[src/touch_keypad_passcode_lock_defines.svh]
// Assertion helpers shared by the keypad lock RTL.
`ifndef TOUCH_KEYPAD_PASSCODE_LOCK_DEFINES_SVH
`define TOUCH_KEYPAD_PASSCODE_LOCK_DEFINES_SVH

// Same-cycle implication, checked on every rising edge outside reset.
`define TKPL_ASSERT_IMPL(label, ante, cons) \
    label: assert property (@(posedge i_clk) disable iff (!i_rst_n) \
        (ante) |-> (cons)) else $error("keypad lock check failed");

// Next-cycle implication, checked on every rising edge outside reset.
`define TKPL_ASSERT_NEXT(label, ante, cons) \
    label: assert property (@(posedge i_clk) disable iff (!i_rst_n) \
        (ante) |=> (cons)) else $error("keypad lock check failed");

`endif

[src/tkpl_pkg.sv]
package tkpl_pkg;

    localparam int CODE_DIGITS = 6;
    localparam int KEY_COUNT   = 12;

    localparam int CNT_W = $clog2(CODE_DIGITS + 1);
    localparam int PASS_W = 24;
    localparam int PASS_EXT_W = 32;

    typedef logic [9:0] t_coord;
    typedef logic [3:0] t_key;
    typedef logic [3:0] t_digit;
    typedef logic [CNT_W-1:0] t_count;

    localparam t_key KEY_CONFIRM   = 4'd10;
    localparam t_key KEY_BACKSPACE = 4'd11;
    localparam t_key KEY_NONE      = 4'd12;
    localparam t_key KEY_LAST_DIGIT = 4'd9;

    localparam logic [PASS_W-1:0] PASSCODE_RESET = 24'h123456;

    // Key rectangles, bounds inclusive: digits 0-9, confirm, backspace.
    localparam t_coord KEY_X_LO [KEY_COUNT] = '{
        10'd195, 10'd90, 10'd195, 10'd300, 10'd90, 10'd195,
        10'd300, 10'd90, 10'd195, 10'd300, 10'd90, 10'd300};
    localparam t_coord KEY_X_HI [KEY_COUNT] = '{
        10'd275, 10'd170, 10'd275, 10'd380, 10'd170, 10'd275,
        10'd380, 10'd170, 10'd275, 10'd380, 10'd170, 10'd380};
    localparam t_coord KEY_Y_LO [KEY_COUNT] = '{
        10'd340, 10'd240, 10'd240, 10'd240, 10'd140, 10'd140,
        10'd140, 10'd45, 10'd45, 10'd45, 10'd340, 10'd340};
    localparam t_coord KEY_Y_HI [KEY_COUNT] = '{
        10'd420, 10'd320, 10'd320, 10'd320, 10'd220, 10'd220,
        10'd220, 10'd125, 10'd125, 10'd125, 10'd420, 10'd420};

    // Hit test result handed from the key decoder to the control logic.
    typedef struct packed {
        t_key   key;
        logic   hit;
        t_coord x_lo;
        t_coord y_lo;
    } t_hit;

endpackage

[src/tkpl_hit_test.sv]
module tkpl_hit_test (
    input  tkpl_pkg::t_coord i_x,
    input  tkpl_pkg::t_coord i_y,
    output tkpl_pkg::t_hit   o_hit
);
    import tkpl_pkg::*;

    logic [KEY_COUNT-1:0] inside_box;

    always_comb begin
        for (int k = 0; k < KEY_COUNT; k++) begin
            inside_box[k] = (i_x >= KEY_X_LO[k]) && (i_x <= KEY_X_HI[k]) &&
                            (i_y >= KEY_Y_LO[k]) && (i_y <= KEY_Y_HI[k]);
        end
    end

    // Walk down so the lowest matching key wins.
    always_comb begin
        o_hit.key  = KEY_NONE;
        o_hit.hit  = 1'b0;
        o_hit.x_lo = '0;
        o_hit.y_lo = '0;
        for (int k = KEY_COUNT - 1; k >= 0; k--) begin
            if (inside_box[k]) begin
                o_hit.key  = t_key'(k);
                o_hit.hit  = 1'b1;
                o_hit.x_lo = KEY_X_LO[k];
                o_hit.y_lo = KEY_Y_LO[k];
            end
        end
    end

endmodule

[src/touch_keypad_passcode_lock.sv]
// Touch keypad passcode lock. Each input transfer is one touch event (x, y and
// a kind: click or press); each event yields exactly one result transfer. The
// point is hit-tested against twelve fixed key rectangles (digits 0-9, confirm,
// backspace; first match wins). A click appends a digit while fewer than six
// are held, removes the last digit on backspace, and on confirm with a full
// entry compares against the passcode register: a match sets the sticky
// unlocked flag, a mismatch clears the entry and flags the result as rejected.
// Every click re-arms press feedback; the first press after that reports the
// top-left corner of the touched key. An event passes from the input register
// to the result register, and one event is accepted every cycle while the
// result sink does not stall; the state update sits between those two registers.
// The passcode register is written through the configuration channel,
// which is always ready and must only be used while no event is in flight.
`include "touch_keypad_passcode_lock_defines.svh"

module touch_keypad_passcode_lock (
    input  logic        i_clk,
    input  logic        i_rst_n,
    // event input
    input  logic        s_axis_tvalid,
    output logic        s_axis_tready,
    input  logic [23:0] s_axis_tdata,   // touch_x[9:0], touch_y[19:10], zero pad
    input  logic [0:0]  s_axis_tuser,   // operation[0]: 0 click, 1 press
    // result output
    output logic        m_axis_tvalid,
    input  logic        m_axis_tready,
    // key_code[3:0], entered_count[6:4], unlocked[7], rejected[8],
    // feedback_valid[9], feedback_x[19:10], feedback_y[29:20], zero pad
    output logic [31:0] m_axis_tdata,
    // passcode write
    input  logic        i_cfg_valid,
    output logic        o_cfg_ready,
    input  logic [tkpl_pkg::PASS_W-1:0] i_cfg_data
);
    import tkpl_pkg::*;

    // Input register
    logic   r_in_valid;
    logic   r_in_op;
    t_coord r_in_x;
    t_coord r_in_y;

    // Lock state
    logic [PASS_W-1:0] r_passcode;
    t_digit r_digits [CODE_DIGITS];
    t_digit n_digits [CODE_DIGITS];
    t_count r_count;
    t_count n_count;
    logic   r_unlocked;
    logic   n_unlocked;
    logic   r_armed;
    logic   n_armed;

    // Result register
    logic   r_out_valid;
    t_key   r_out_key;
    logic [2:0] r_out_count;
    logic   r_out_unlocked;
    logic   r_out_rejected;
    logic   r_out_fb_valid;
    t_coord r_out_fb_x;
    t_coord r_out_fb_y;

    logic   n_rejected;
    logic   n_fb_valid;
    t_coord n_fb_x;
    t_coord n_fb_y;

    t_hit   hit;
    logic   advance;
    logic   process;
    logic   code_match;
    logic [PASS_EXT_W-1:0] code_ext;
    logic [7:0] count_ext;

    // Result slot free, or its transfer completes this cycle.
    assign advance       = !r_out_valid || m_axis_tready;
    // Event in the input register moves into the result register.
    assign process       = r_in_valid && advance;
    assign s_axis_tready = !r_in_valid || advance;
    assign o_cfg_ready   = 1'b1;

    // Passcode register
    always_ff @(posedge i_clk) begin
        if (!i_rst_n) begin
            r_passcode <= PASSCODE_RESET;
        end else if (i_cfg_valid && o_cfg_ready) begin
            r_passcode <= i_cfg_data;
        end
    end

    // Input register: refill whenever the held event moves on or the slot is empty.
    always_ff @(posedge i_clk) begin
        if (!i_rst_n) begin
            r_in_valid <= 1'b0;
        end else if (s_axis_tready) begin
            r_in_valid <= s_axis_tvalid;
        end
    end

    always_ff @(posedge i_clk) begin
        if (s_axis_tvalid && s_axis_tready) begin
            r_in_op <= s_axis_tuser[0];
            r_in_x  <= s_axis_tdata[9:0];
            r_in_y  <= s_axis_tdata[19:10];
        end
    end

    tkpl_hit_test u_hit_test (
        .i_x   (r_in_x),
        .i_y   (r_in_y),
        .o_hit (hit)
    );

    // Compare the held digits with the passcode, first digit in the top used
    // nibble; nibbles above the register width read as zero.
    assign code_ext = PASS_EXT_W'(r_passcode);

    always_comb begin
        code_match = 1'b1;
        for (int i = 0; i < CODE_DIGITS; i++) begin
            if (r_digits[i] != code_ext[(CODE_DIGITS - 1 - i) * 4 +: 4]) begin
                code_match = 1'b0;
            end
        end
    end

    // Next state and result fields for the event in the input register.
    always_comb begin
        n_digits   = r_digits;
        n_count    = r_count;
        n_unlocked = r_unlocked;
        n_armed    = r_armed;
        n_rejected = 1'b0;
        n_fb_valid = 1'b0;
        n_fb_x     = '0;
        n_fb_y     = '0;
        if (!r_in_op) begin
            // Click: edit or confirm the entry, then re-arm feedback.
            if (hit.key <= KEY_LAST_DIGIT) begin
                // Append, unless the entry is already full.
                if (r_count < t_count'(CODE_DIGITS)) begin
                    for (int i = 0; i < CODE_DIGITS; i++) begin
                        if (t_count'(i) == r_count) begin
                            n_digits[i] = hit.key;
                        end
                    end
                    n_count = r_count + t_count'(1);
                end
            end else if (hit.key == KEY_CONFIRM) begin
                // Confirm acts only on a full entry.
                if (r_count == t_count'(CODE_DIGITS)) begin
                    if (code_match) begin
                        n_unlocked = 1'b1;
                    end else begin
                        for (int i = 0; i < CODE_DIGITS; i++) begin
                            n_digits[i] = '0;
                        end
                        n_count    = '0;
                        n_rejected = 1'b1;
                    end
                end
            end else if (hit.key == KEY_BACKSPACE) begin
                // Drop the last digit; nothing to drop on an empty entry.
                if (r_count != '0) begin
                    n_count = r_count - t_count'(1);
                    for (int i = 0; i < CODE_DIGITS; i++) begin
                        if (t_count'(i) == n_count) begin
                            n_digits[i] = '0;
                        end
                    end
                end
            end
            n_armed = 1'b1;
        end else if (r_armed) begin
            // Press: report the key corner once, then disarm even on a miss.
            if (hit.hit) begin
                n_fb_valid = 1'b1;
                n_fb_x     = hit.x_lo;
                n_fb_y     = hit.y_lo;
            end
            n_armed = 1'b0;
        end
    end

    assign count_ext = 8'(n_count);

    // State registers advance only when the event commits to the result.
    always_ff @(posedge i_clk) begin
        if (!i_rst_n) begin
            r_count    <= '0;
            r_unlocked <= 1'b0;
            r_armed    <= 1'b1;
            for (int i = 0; i < CODE_DIGITS; i++) begin
                r_digits[i] <= '0;
            end
        end else if (process) begin
            r_count    <= n_count;
            r_unlocked <= n_unlocked;
            r_armed    <= n_armed;
            r_digits   <= n_digits;
        end
    end

    // Result register: hold while the sink stalls, drop valid once taken.
    always_ff @(posedge i_clk) begin
        if (!i_rst_n) begin
            r_out_valid <= 1'b0;
        end else if (process) begin
            r_out_valid <= 1'b1;
        end else if (m_axis_tready) begin
            r_out_valid <= 1'b0;
        end
    end

    always_ff @(posedge i_clk) begin
        if (process) begin
            r_out_key      <= hit.key;
            r_out_count    <= count_ext[2:0];
            r_out_unlocked <= n_unlocked;
            r_out_rejected <= n_rejected;
            r_out_fb_valid <= n_fb_valid;
            r_out_fb_x     <= n_fb_x;
            r_out_fb_y     <= n_fb_y;
        end
    end

    assign m_axis_tvalid = r_out_valid;
    assign m_axis_tdata  = {2'b00, r_out_fb_y, r_out_fb_x, r_out_fb_valid,
                            r_out_rejected, r_out_unlocked, r_out_count, r_out_key};

    // The entry never grows past the code length.
    `TKPL_ASSERT_IMPL(a_count_bound, 1'b1, r_count <= t_count'(CODE_DIGITS))
    // Unlock is sticky.
    `TKPL_ASSERT_NEXT(a_unlock_sticky, r_unlocked, r_unlocked)
    // A rejection always leaves an empty entry and no feedback.
    `TKPL_ASSERT_IMPL(a_reject_clears, r_out_valid && r_out_rejected,
                      r_out_count == 3'd0 && !r_out_fb_valid)
    // Feedback only for a real key, and it disarms until the next click.
    `TKPL_ASSERT_IMPL(a_fb_key, r_out_valid && r_out_fb_valid,
                      r_out_key != KEY_NONE)
    `TKPL_ASSERT_NEXT(a_fb_disarms, process && n_fb_valid, !r_armed)

endmodule

[config.mk]
export PLATFORM = sky130hd
export DESIGN_NAME = touch_keypad_passcode_lock
export DESIGN_NICKNAME = d
export VERILOG_FILES = /design/src/tkpl_pkg.sv /design/src/tkpl_hit_test.sv /design/src/touch_keypad_passcode_lock.sv
export VERILOG_INCLUDE_DIRS = /design/src /design/src/src
export SDC_FILE = /design/constraint.sdc
export NUM_CORES = 1
export LEC_CHECK = 0
export ABC_AREA = 1
export BUFFER_PORTS_ARGS = -buffer_cell sky130_fd_sc_hd__buf_2
export CORE_MARGIN = 3
export CORE_UTILIZATION = 50
export DETAILED_ROUTE_END_ITERATION = 12
export PLACE_DENSITY = 0.75
export SYNTH_ARGS = -nofsm -noshare
export SYNTH_HDL_FRONTEND = slang
export SYNTH_SLANG_ARGS = --single-unit
[constraint.sdc]
create_clock -name i_clk -period 5.6 [get_ports i_clk]
set_clock_uncertainty 0.1 [all_clocks]
set_input_delay 1.12 -clock i_clk [delete_from_list [all_inputs] [get_ports i_clk]]
set_output_delay 1.12 -clock i_clk [all_outputs]
set_load 0.02 [all_outputs]
==> results.yml, run 1 <==
power_and_ir_drop:
  clkPwrFrac_pct: 30.2
  swShare_pct: 28.2
  internal-power_mw: 1.06
  total_power_density_per_cell_area_mw_per_mm2: 255
  max-vdd-ir-drop_mv: 0.150
  comb_power_share_pct: 15.2
  power.share.sequential_pct: 54.7
  power_switching_mw: 0.417
  static_leakage_power_nw: 2.62
sta:
  fmax_mhz: 326
  fin_tns_setup_ns: 0
  max_slew_margin_pct: 34.3
  worst_slew_pin_slew_ns: 0.979
  final_max_slew_viol_count: 0
  rsz0062_at_grt: "no"
  report.final.hold_viol_count: 0
  min_period_over_period_pct: 54.7
  fin_crit_ns: 3.07
  setup-violations-final: 0
synth:
  synth_area_leaders: "sky130_fd_sc_hd__edfxtp_1 (25%), sky130_fd_sc_hd__dfxtp_1 (21%), sky130_fd_sc_hd__nand2_1 (10%), sky130_fd_sc_hd__nor2_1 (9.3%), sky130_fd_sc_hd__inv_1 (4.6%)"
  post_synth_most_frequent_cells: "sky130_fd_sc_hd__nand2_1 (140), sky130_fd_sc_hd__nor2_1 (129), sky130_fd_sc_hd__inv_1 (64), sky130_fd_sc_hd__dfxtp_1 (55)"
  synth_sequential_area_ratio_pct: 45.7
  postSynthAreaPerCell_um2: 7.74
  synth_seq_cells: 98
  synthesis.instances: 676
  yosysMostFrequentCell: "sky130_fd_sc_hd__nand2_1"
  synthesis.yosys.warnings: 0
  synth_area_mm2: 0.00523
  synth_flop_cell: "sky130_fd_sc_hd__dfxtp_1"
  ys_async_sr_fraction_pct: 0
  synthDominantAreaCellType: "sky130_fd_sc_hd__edfxtp_1"
  synthDistinctLibCells: 37
  synth_top_area_share_pct: 24.7
  edff_count_synth: 43
floorplan:
  core.rowCount: 36
  fp.coreArea_mm2: 0.00995
  die-area_mm2: 0.0117
  top_level_ports: 89
  start_util_pct: 52.6
  die_width_um: 108
  die_ht_um: 108
cells_and_area:
  layout_area_growth_over_synthesis_pct: 10.8
  layout-drive-gt1-share_pct: 18.0
  fin_cells: 878
  n_antenna_cell: 0
  nNetsFinal: 802
  n_fill_cell: 928
clocking:
  cts.sink_count: 98
  numCtsBuffers: 9
  postcts_setup_bufs: 0
  count_of_cells_resized_by_post_cts_repair: 0
  cts_tree: "built"
  h-tree-depth: 3
  cts_clk_pin_slew_worst_paths_ns: 0.09
  cts_hold_buffers: 0
  cts_root_buf: "sky130_fd_sc_hd__clkbuf_8"
  clk_latency_ns: 0.37
  cts.path.max_buffers: 2
critical_path:
  setup.worst_path.start_class: "flip-flop"
  worstSetupPathType: "reg2reg"
  worstPathRequired_ns: 5.81
  r2r.worst_path.cells: 19
  critPathMaxFanout: 34
  cp.arrival_ns: 3.28
  worst_setup_end_kind: "flip-flop"
hold_path:
  holdPathStages: 2
  type_of_the_most_critical_hold_path: "reg2reg"
place:
  routabilityCongestion: 0.938
  port_buffers: 78
  placed_cells_incl_taps: 862
  dp.final_hpwl_um: 8190
detailed_routing:
  first_pass_iters: 5
  route.antenna.remaining_nets: 0
  dr.first_iter.drc_count: 243
  route.final.wire_length_um: 11000
  route.detailed.drc: 0
  via_count: 4352
  post_drt_wl_per_cell_um: 12.5
  routed_via_density: 4.96
global_routing:
  vias_in_the_first_global_route: 4144
  grt-ovfl-total: 0
  globalRouteTotalUtil_pct: 19.8
  antenna_found_initial: 0
  grt_start_max_net_pins: 54
  grt_first_pass_wirelength_um: 18600
status:
  status: "finished, final reports clean"
flow_run:
  cap_viol_max_count: 0
[worst paths after layout]
check / start / to / slack [ns]
hold reg to reg: r_passcode[13]$_SDFFE_PN1P_ / r_passcode[13]$_SDFFE_PN1P_ / 0.38
setup reg to reg: r_in_x[6]$_DFFE_PP_ / r_digits[3]$_SDFFE_PN0P_ / 2.53
hold / removal: r_passcode[13]$_SDFFE_PN1P_ / r_passcode[13]$_SDFFE_PN1P_ / 0.38
setup / recovery: r_in_x[6]$_DFFE_PP_ / r_digits[3]$_SDFFE_PN0P_ / 2.53
[power by group through the flow]
stage                     combinational, mW  sequential [mW]  clock, mW
after floorplan                       0.169            0.829          0
after global placement                0.219            0.825          0
after detailed placement              0.224            0.826          0
after CTS                             0.225            0.809      0.454
after global routing                  0.255            0.814      0.478
final                                 0.225            0.809      0.447
[state kept, by name (all words and copies together), names as in the netlist, 3 cells and up]
name / cells
r_digits: 24
r_in_y: 10
r_out_key: 4
r_passcode: 24
r_count: 3
r_out_fb_x: 5
r_in_x: 10
r_out_fb_y: 7
r_out_count: 3
[per-layer routing]
layer / wire, um / share of wire, % / up-vias / GRT usage [%]
met4: 232 / 2.1 / 0 / 8.03
met1: 5180 / 47 / 1922 / 26.9
met2: 4940 / 45 / 124 / 31.1
met3: 630 / 5.7 / 22 / 3.88
li1: - / - / 2284 / -
met5: 0 / 0 / - / 0
[placed cells by master (no fill, tap or decap), drive strengths merged, types with 10 or more instances in the layout]
| master | count |
|---|---|
| clkbuf | 10 |
| nor2 | 144 |
| nand3 | 46 |
| xnor2 | 22 |
| dfxtp | 55 |
| a21oi | 39 |
| o21ai | 28 |
| nand2 | 156 |
| edfxtp | 43 |
| buf | 78 |
| inv | 67 |
[area by class of cell]
type	count	area [um^2]	area share, %
multi-input cells	483	2400	41.4
inverters	70	263	4.53
flip-flops and latches	98	2390	41.3
clock buffers	10	128	2.20
repair buffers	78	390	6.74
clock inverters	6	58.8	1.01
well taps	133	166	2.87
[logic make-up after synthesis]
family                     synth area share (%)
and+or+nand+nor                            31.3
buffers and inverters                      8.73
DFF                                        45.7
adders and majority gates                  1.91
xor gates and xnor gates                   3.68
AOI/OAI and AO/OA                          8.47
other                                     0.144
[critical path, stage by stage, from the launching register on]
cell	delay, ns
sky130_fd_sc_hd__edfxtp_1	0.45
sky130_fd_sc_hd__inv_2	0.12
sky130_fd_sc_hd__nand2_1	0.06
sky130_fd_sc_hd__nand3_1	0.07
sky130_fd_sc_hd__nor2_1	0.04
sky130_fd_sc_hd__nand2_1	0.18
sky130_fd_sc_hd__inv_1	0.07
sky130_fd_sc_hd__nand2_1	0.15
sky130_fd_sc_hd__nand2_2	0.10
sky130_fd_sc_hd__nor2_4	0.26
sky130_fd_sc_hd__nand3_2	0.15
sky130_fd_sc_hd__nand2_4	0.11
sky130_fd_sc_hd__nand2_4	0.11
sky130_fd_sc_hd__nand2_2	0.10
sky130_fd_sc_hd__nand2_2	0.09
sky130_fd_sc_hd__nor2_8	0.39
sky130_fd_sc_hd__nand2_2	0.17
sky130_fd_sc_hd__nand2_1	0.10
sky130_fd_sc_hd__nand2_1	0.05
sky130_fd_sc_hd__nor2_1	0.10
[stage by stage]
step | hold slack [ns] | area [um^2] | setup slack [ns] | util, % | power [mW]
2_1_floorplan | 0.336 | 5250 | 2.89 | - | 0.998
3_3_place_gp | 0.358 | 5610 | 2.37 | 56.3 | 1.04
3_5_place_dp | 0.366 | 5610 | 2.27 | 56.3 | 1.05
4_1_cts | 0.387 | 5800 | 2.56 | 58.2 | 1.49
5_1_grt | 0.406 | 5800 | 2.20 | 58.2 | 1.55
6_report | 0.382 | 5800 | 2.53 | 58.2 | 1.48
Power figures use the tool's default switching activity.
==> inputs of run 2 (changes only) <==
ABC_AREA = 0   (was 1)
PLACE_DENSITY = 0.79   (was 0.75)
clock period = 2.72 ns   (was 5.6 ns; I/O delays follow)
==> results.yml, run 2 <==
sta:
  setup-violations-final: 40
  max_slew_margin_pct: 38.8
  worst_slew_pin_slew_ns: 0.918
  worst_slack_ns: -0.300
  final_max_slew_viol_count: 0
  fmax_mhz: 331
  report.final.hold_viol_count: 0
  rsz0062_at_grt: "yes"
  min_period_over_period_pct: 111
  fin_crit_ns: 3.02
place:
  routabilityCongestion: 0.901
  port_buffers: 78
  dp.final_hpwl_um: 7880
hold_path:
  timing.hold.worst.start: "s_axis_tdata[14]"
  hold_path_end: "r_in_y[4]$_DFFE_PP_"
  holdPathStages: 1
  type_of_the_most_critical_hold_path: "in2reg"
cells_and_area:
  layout_area_growth_over_synthesis_pct: 28.1
  final_core_util_pct: 67.4
  n_fill_cell: 656
  nNetsFinal: 661
  ff_latch_area_mm2: 0.00239
  multi_input_area_mm2: 0.00252
  top_registers: "r_digits x24, r_passcode x24"
  layout-drive-gt1-share_pct: 39.4
  most-common-layout-cells: "sky130_fd_sc_hd__buf_2 (78), sky130_fd_sc_hd__buf_4 (69), sky130_fd_sc_hd__nand2_1 (62), sky130_fd_sc_hd__dfxtp_1 (55), sky130_fd_sc_hd__mux2i_1 (49)"
  commonest_non_fill_non_tap_cell_in_the_layout: "sky130_fd_sc_hd__buf_2"
  n_antenna_cell: 0
synth:
  synth_sequential_area_ratio_pct: 48.3
  synth_flop_cell: "sky130_fd_sc_hd__dfxtp_1"
  post_synth_and_or_nand_nor_area_fraction_pct: 15.9
  synth_xor_area_share_pct: 4.60
  synth_top_area_share_pct: 26.1
  yosysMostFrequentCell: "sky130_fd_sc_hd__nand2_1"
  synth-compound-area-share_pct: 13.7
  synth_area_mm2: 0.00495
  edff_count_synth: 43
  synth_seq_cells: 98
  postSynthAreaPerCell_um2: 10.9
  synth_top_family_by_area: "simple AND/OR/NAND/NOR gates"
  synthesis.yosys.warnings: 0
  synthDominantAreaCellType: "sky130_fd_sc_hd__edfxtp_1"
  synthDistinctLibCells: 73
  ys_async_sr_fraction_pct: 0
  synth_mux_area_share_pct: 10.1
  post_synth_fa_ha_maj_area_fraction_pct: 2.02
  post_synth_most_frequent_cells: "sky130_fd_sc_hd__nand2_1 (62), sky130_fd_sc_hd__dfxtp_1 (55), sky130_fd_sc_hd__mux2i_1 (50), sky130_fd_sc_hd__edfxtp_1 (43), sky130_fd_sc_hd__a21oi_1 (22)"
  synthesis.instances: 455
  synth_area_leaders: "sky130_fd_sc_hd__edfxtp_1 (26%), sky130_fd_sc_hd__dfxtp_1 (22%), sky130_fd_sc_hd__mux2i_1 (10%), sky130_fd_sc_hd__nand2_1 (4.7%), sky130_fd_sc_hd__xnor2_1 (3.0%)"
detailed_routing:
  first_pass_iters: 5
  route.final.wire_length_um: 12100
  route.detailed.drc: 0
  via_count: 3996
  route.antenna.remaining_nets: 0
  routed_via_density: 5.45
  post_drt_wl_per_cell_um: 16.6
  dr.first_iter.drc_count: 233
floorplan:
  start_util_pct: 52.6
  top_level_ports: 89
  fp.coreArea_mm2: 0.00942
  die-area_mm2: 0.0111
  die_ht_um: 106
  core.rowCount: 35
  die_width_um: 106
critical_path:
  worst_setup_end_kind: "flip-flop"
  timing.critical_path.slowest_stage_cell: "sky130_fd_sc_hd__or4_4"
  critical-path-top-cell-by-count: "sky130_fd_sc_hd__buf_6"
  max_stage_delay_ns: 0.57
  critPathMaxFanout: 6
  rr_endpoint: "r_digits[8]$_SDFFE_PN0P_"
  worstPathCellList: "or4_4 > o31ai_4 > buf_6 > a31oi_4 > and2_4 > o2111ai_4 > buf_6 > a2111oi_4 > nor2_4 > o211a_4 > mux2i_1"
  worstPathRequired_ns: 2.93
  r2r.worst_path.cells: 11
  crit-reg2reg-launch: "r_in_y[2]$_DFFE_PP_"
  setup.worst_path.start_class: "flip-flop"
  worstSetupPathType: "reg2reg"
  cp.arrival_ns: 3.23
  worst-r2r-setup-slack_ns: -0.30
global_routing:
  grt-ovfl-total: 0
  grt_start_max_net_pins: 39
  globalRouteTotalUtil_pct: 20.3
  antenna_found_initial: 0
  grt_first_pass_wirelength_um: 18300
  vias_in_the_first_global_route: 3882
clocking:
  cts_clk_pin_slew_worst_paths_ns: 0.10
  cts.sink_count: 98
  cts_hold_buffers: 0
  clk_latency_ns: 0.38
  numCtsBuffers: 9
  cts_root_buf: "sky130_fd_sc_hd__clkbuf_8"
  h-tree-depth: 3
  cts_tree: "built"
  cts.path.max_buffers: 2
status:
  violations: "setup timing"
  status: "complete, but fails checks"
power_and_ir_drop:
  total_power_mw: 2.99
  static_leakage_power_nw: 2.69
  max-vdd-ir-drop_mv: 0.283
  total_power_density_per_cell_area_mw_per_mm2: 472
flow_run:
  cap_viol_max_count: 0
## run 2: cells by family after synthesis
family                     Yosys count
AOI/OAI and AO/OA                   81
xor gates and xnor gates            26
adders and majority gates            8
buffers and inverters               42
DFF                                 98
muxes                               50
other                                2
and+or+nand+nor                    148
## run 2: timing repair
item,in CTS,in global routing
resized for setup,18,40
gates cloned,0,1
setup endpoints to repair,38,40
pin swaps,11,22
buffers inserted,9,14
## run 2: power breakdown
group          total (mW)  leakage (nW)  switching, mW  internal [mW]
Clock               0.897        0.0940          0.548          0.349
Sequential           1.65         0.848         0.0491           1.60
Combinational       0.449          1.74          0.241          0.208
Total                2.99          2.69          0.838           2.16
## run 2: worst max-delay path, delay by kind of cell, from the launching register on
family,cells,cell delay (ns)
muxes,1,0.20
and+or+nand+nor,3,1.00
buffers and inverters,2,0.31
DFF,1,0.43
AOI/OAI and AO/OA,5,0.92
## run 2: layout make-up
type	instances	area share [%]
multi-input combinational	320	39.7
timing repair buffer	160	16.6
inverter	10	0.591
clock inverter	7	0.926
sequential	98	37.7
tap	129	2.54
clock buffer	9	1.95
## run 2: how the worst max path moves through the flow
stage                             start                         to  cells past startpoint
global route        r_in_y[2]$_DFFE_PP_   r_digits[9]$_SDFFE_PN0P_                     11
CTS                 r_in_y[2]$_DFFE_PP_   r_out_count[0]$_DFFE_PP_                      9
detailed placement  r_in_y[0]$_DFFE_PP_  r_digits[21]$_SDFFE_PN0P_                     12
finish              r_in_y[2]$_DFFE_PP_   r_digits[8]$_SDFFE_PN0P_                     11
global placement    r_in_y[0]$_DFFE_PP_   r_out_count[2]$_DFFE_PP_                      9
floorplan           r_in_y[1]$_DFFE_PP_   r_out_count[2]$_DFFE_PP_                     10
## run 2: per-stage QoR
stage / hold slack [ns] / TNS [ns] / std cells / worst slack [ns] / cell area, um^2
2_1_floorplan: 0.338 / -0.190 / 459 / -0.0947 / 4980
3_3_place_gp: 0.353 / -3.24 / 694 / -0.155 / 5760
3_5_place_dp: 0.360 / -5.06 / 694 / -0.211 / 5760
4_1_cts: 0.234 / -2.78 / 719 / -0.146 / 6080
5_1_grt: 0.218 / -10.90 / 733 / -0.372 / 6350
6_report: 0.238 / -7.60 / 733 / -0.300 / 6350
## run 2: layer usage
layer	part of all wire [%]	GRT usage, %
met1	41	24.6
met2	50	34.3
met3	6.3	4.72
met4	3.3	8.97
met5	0	0
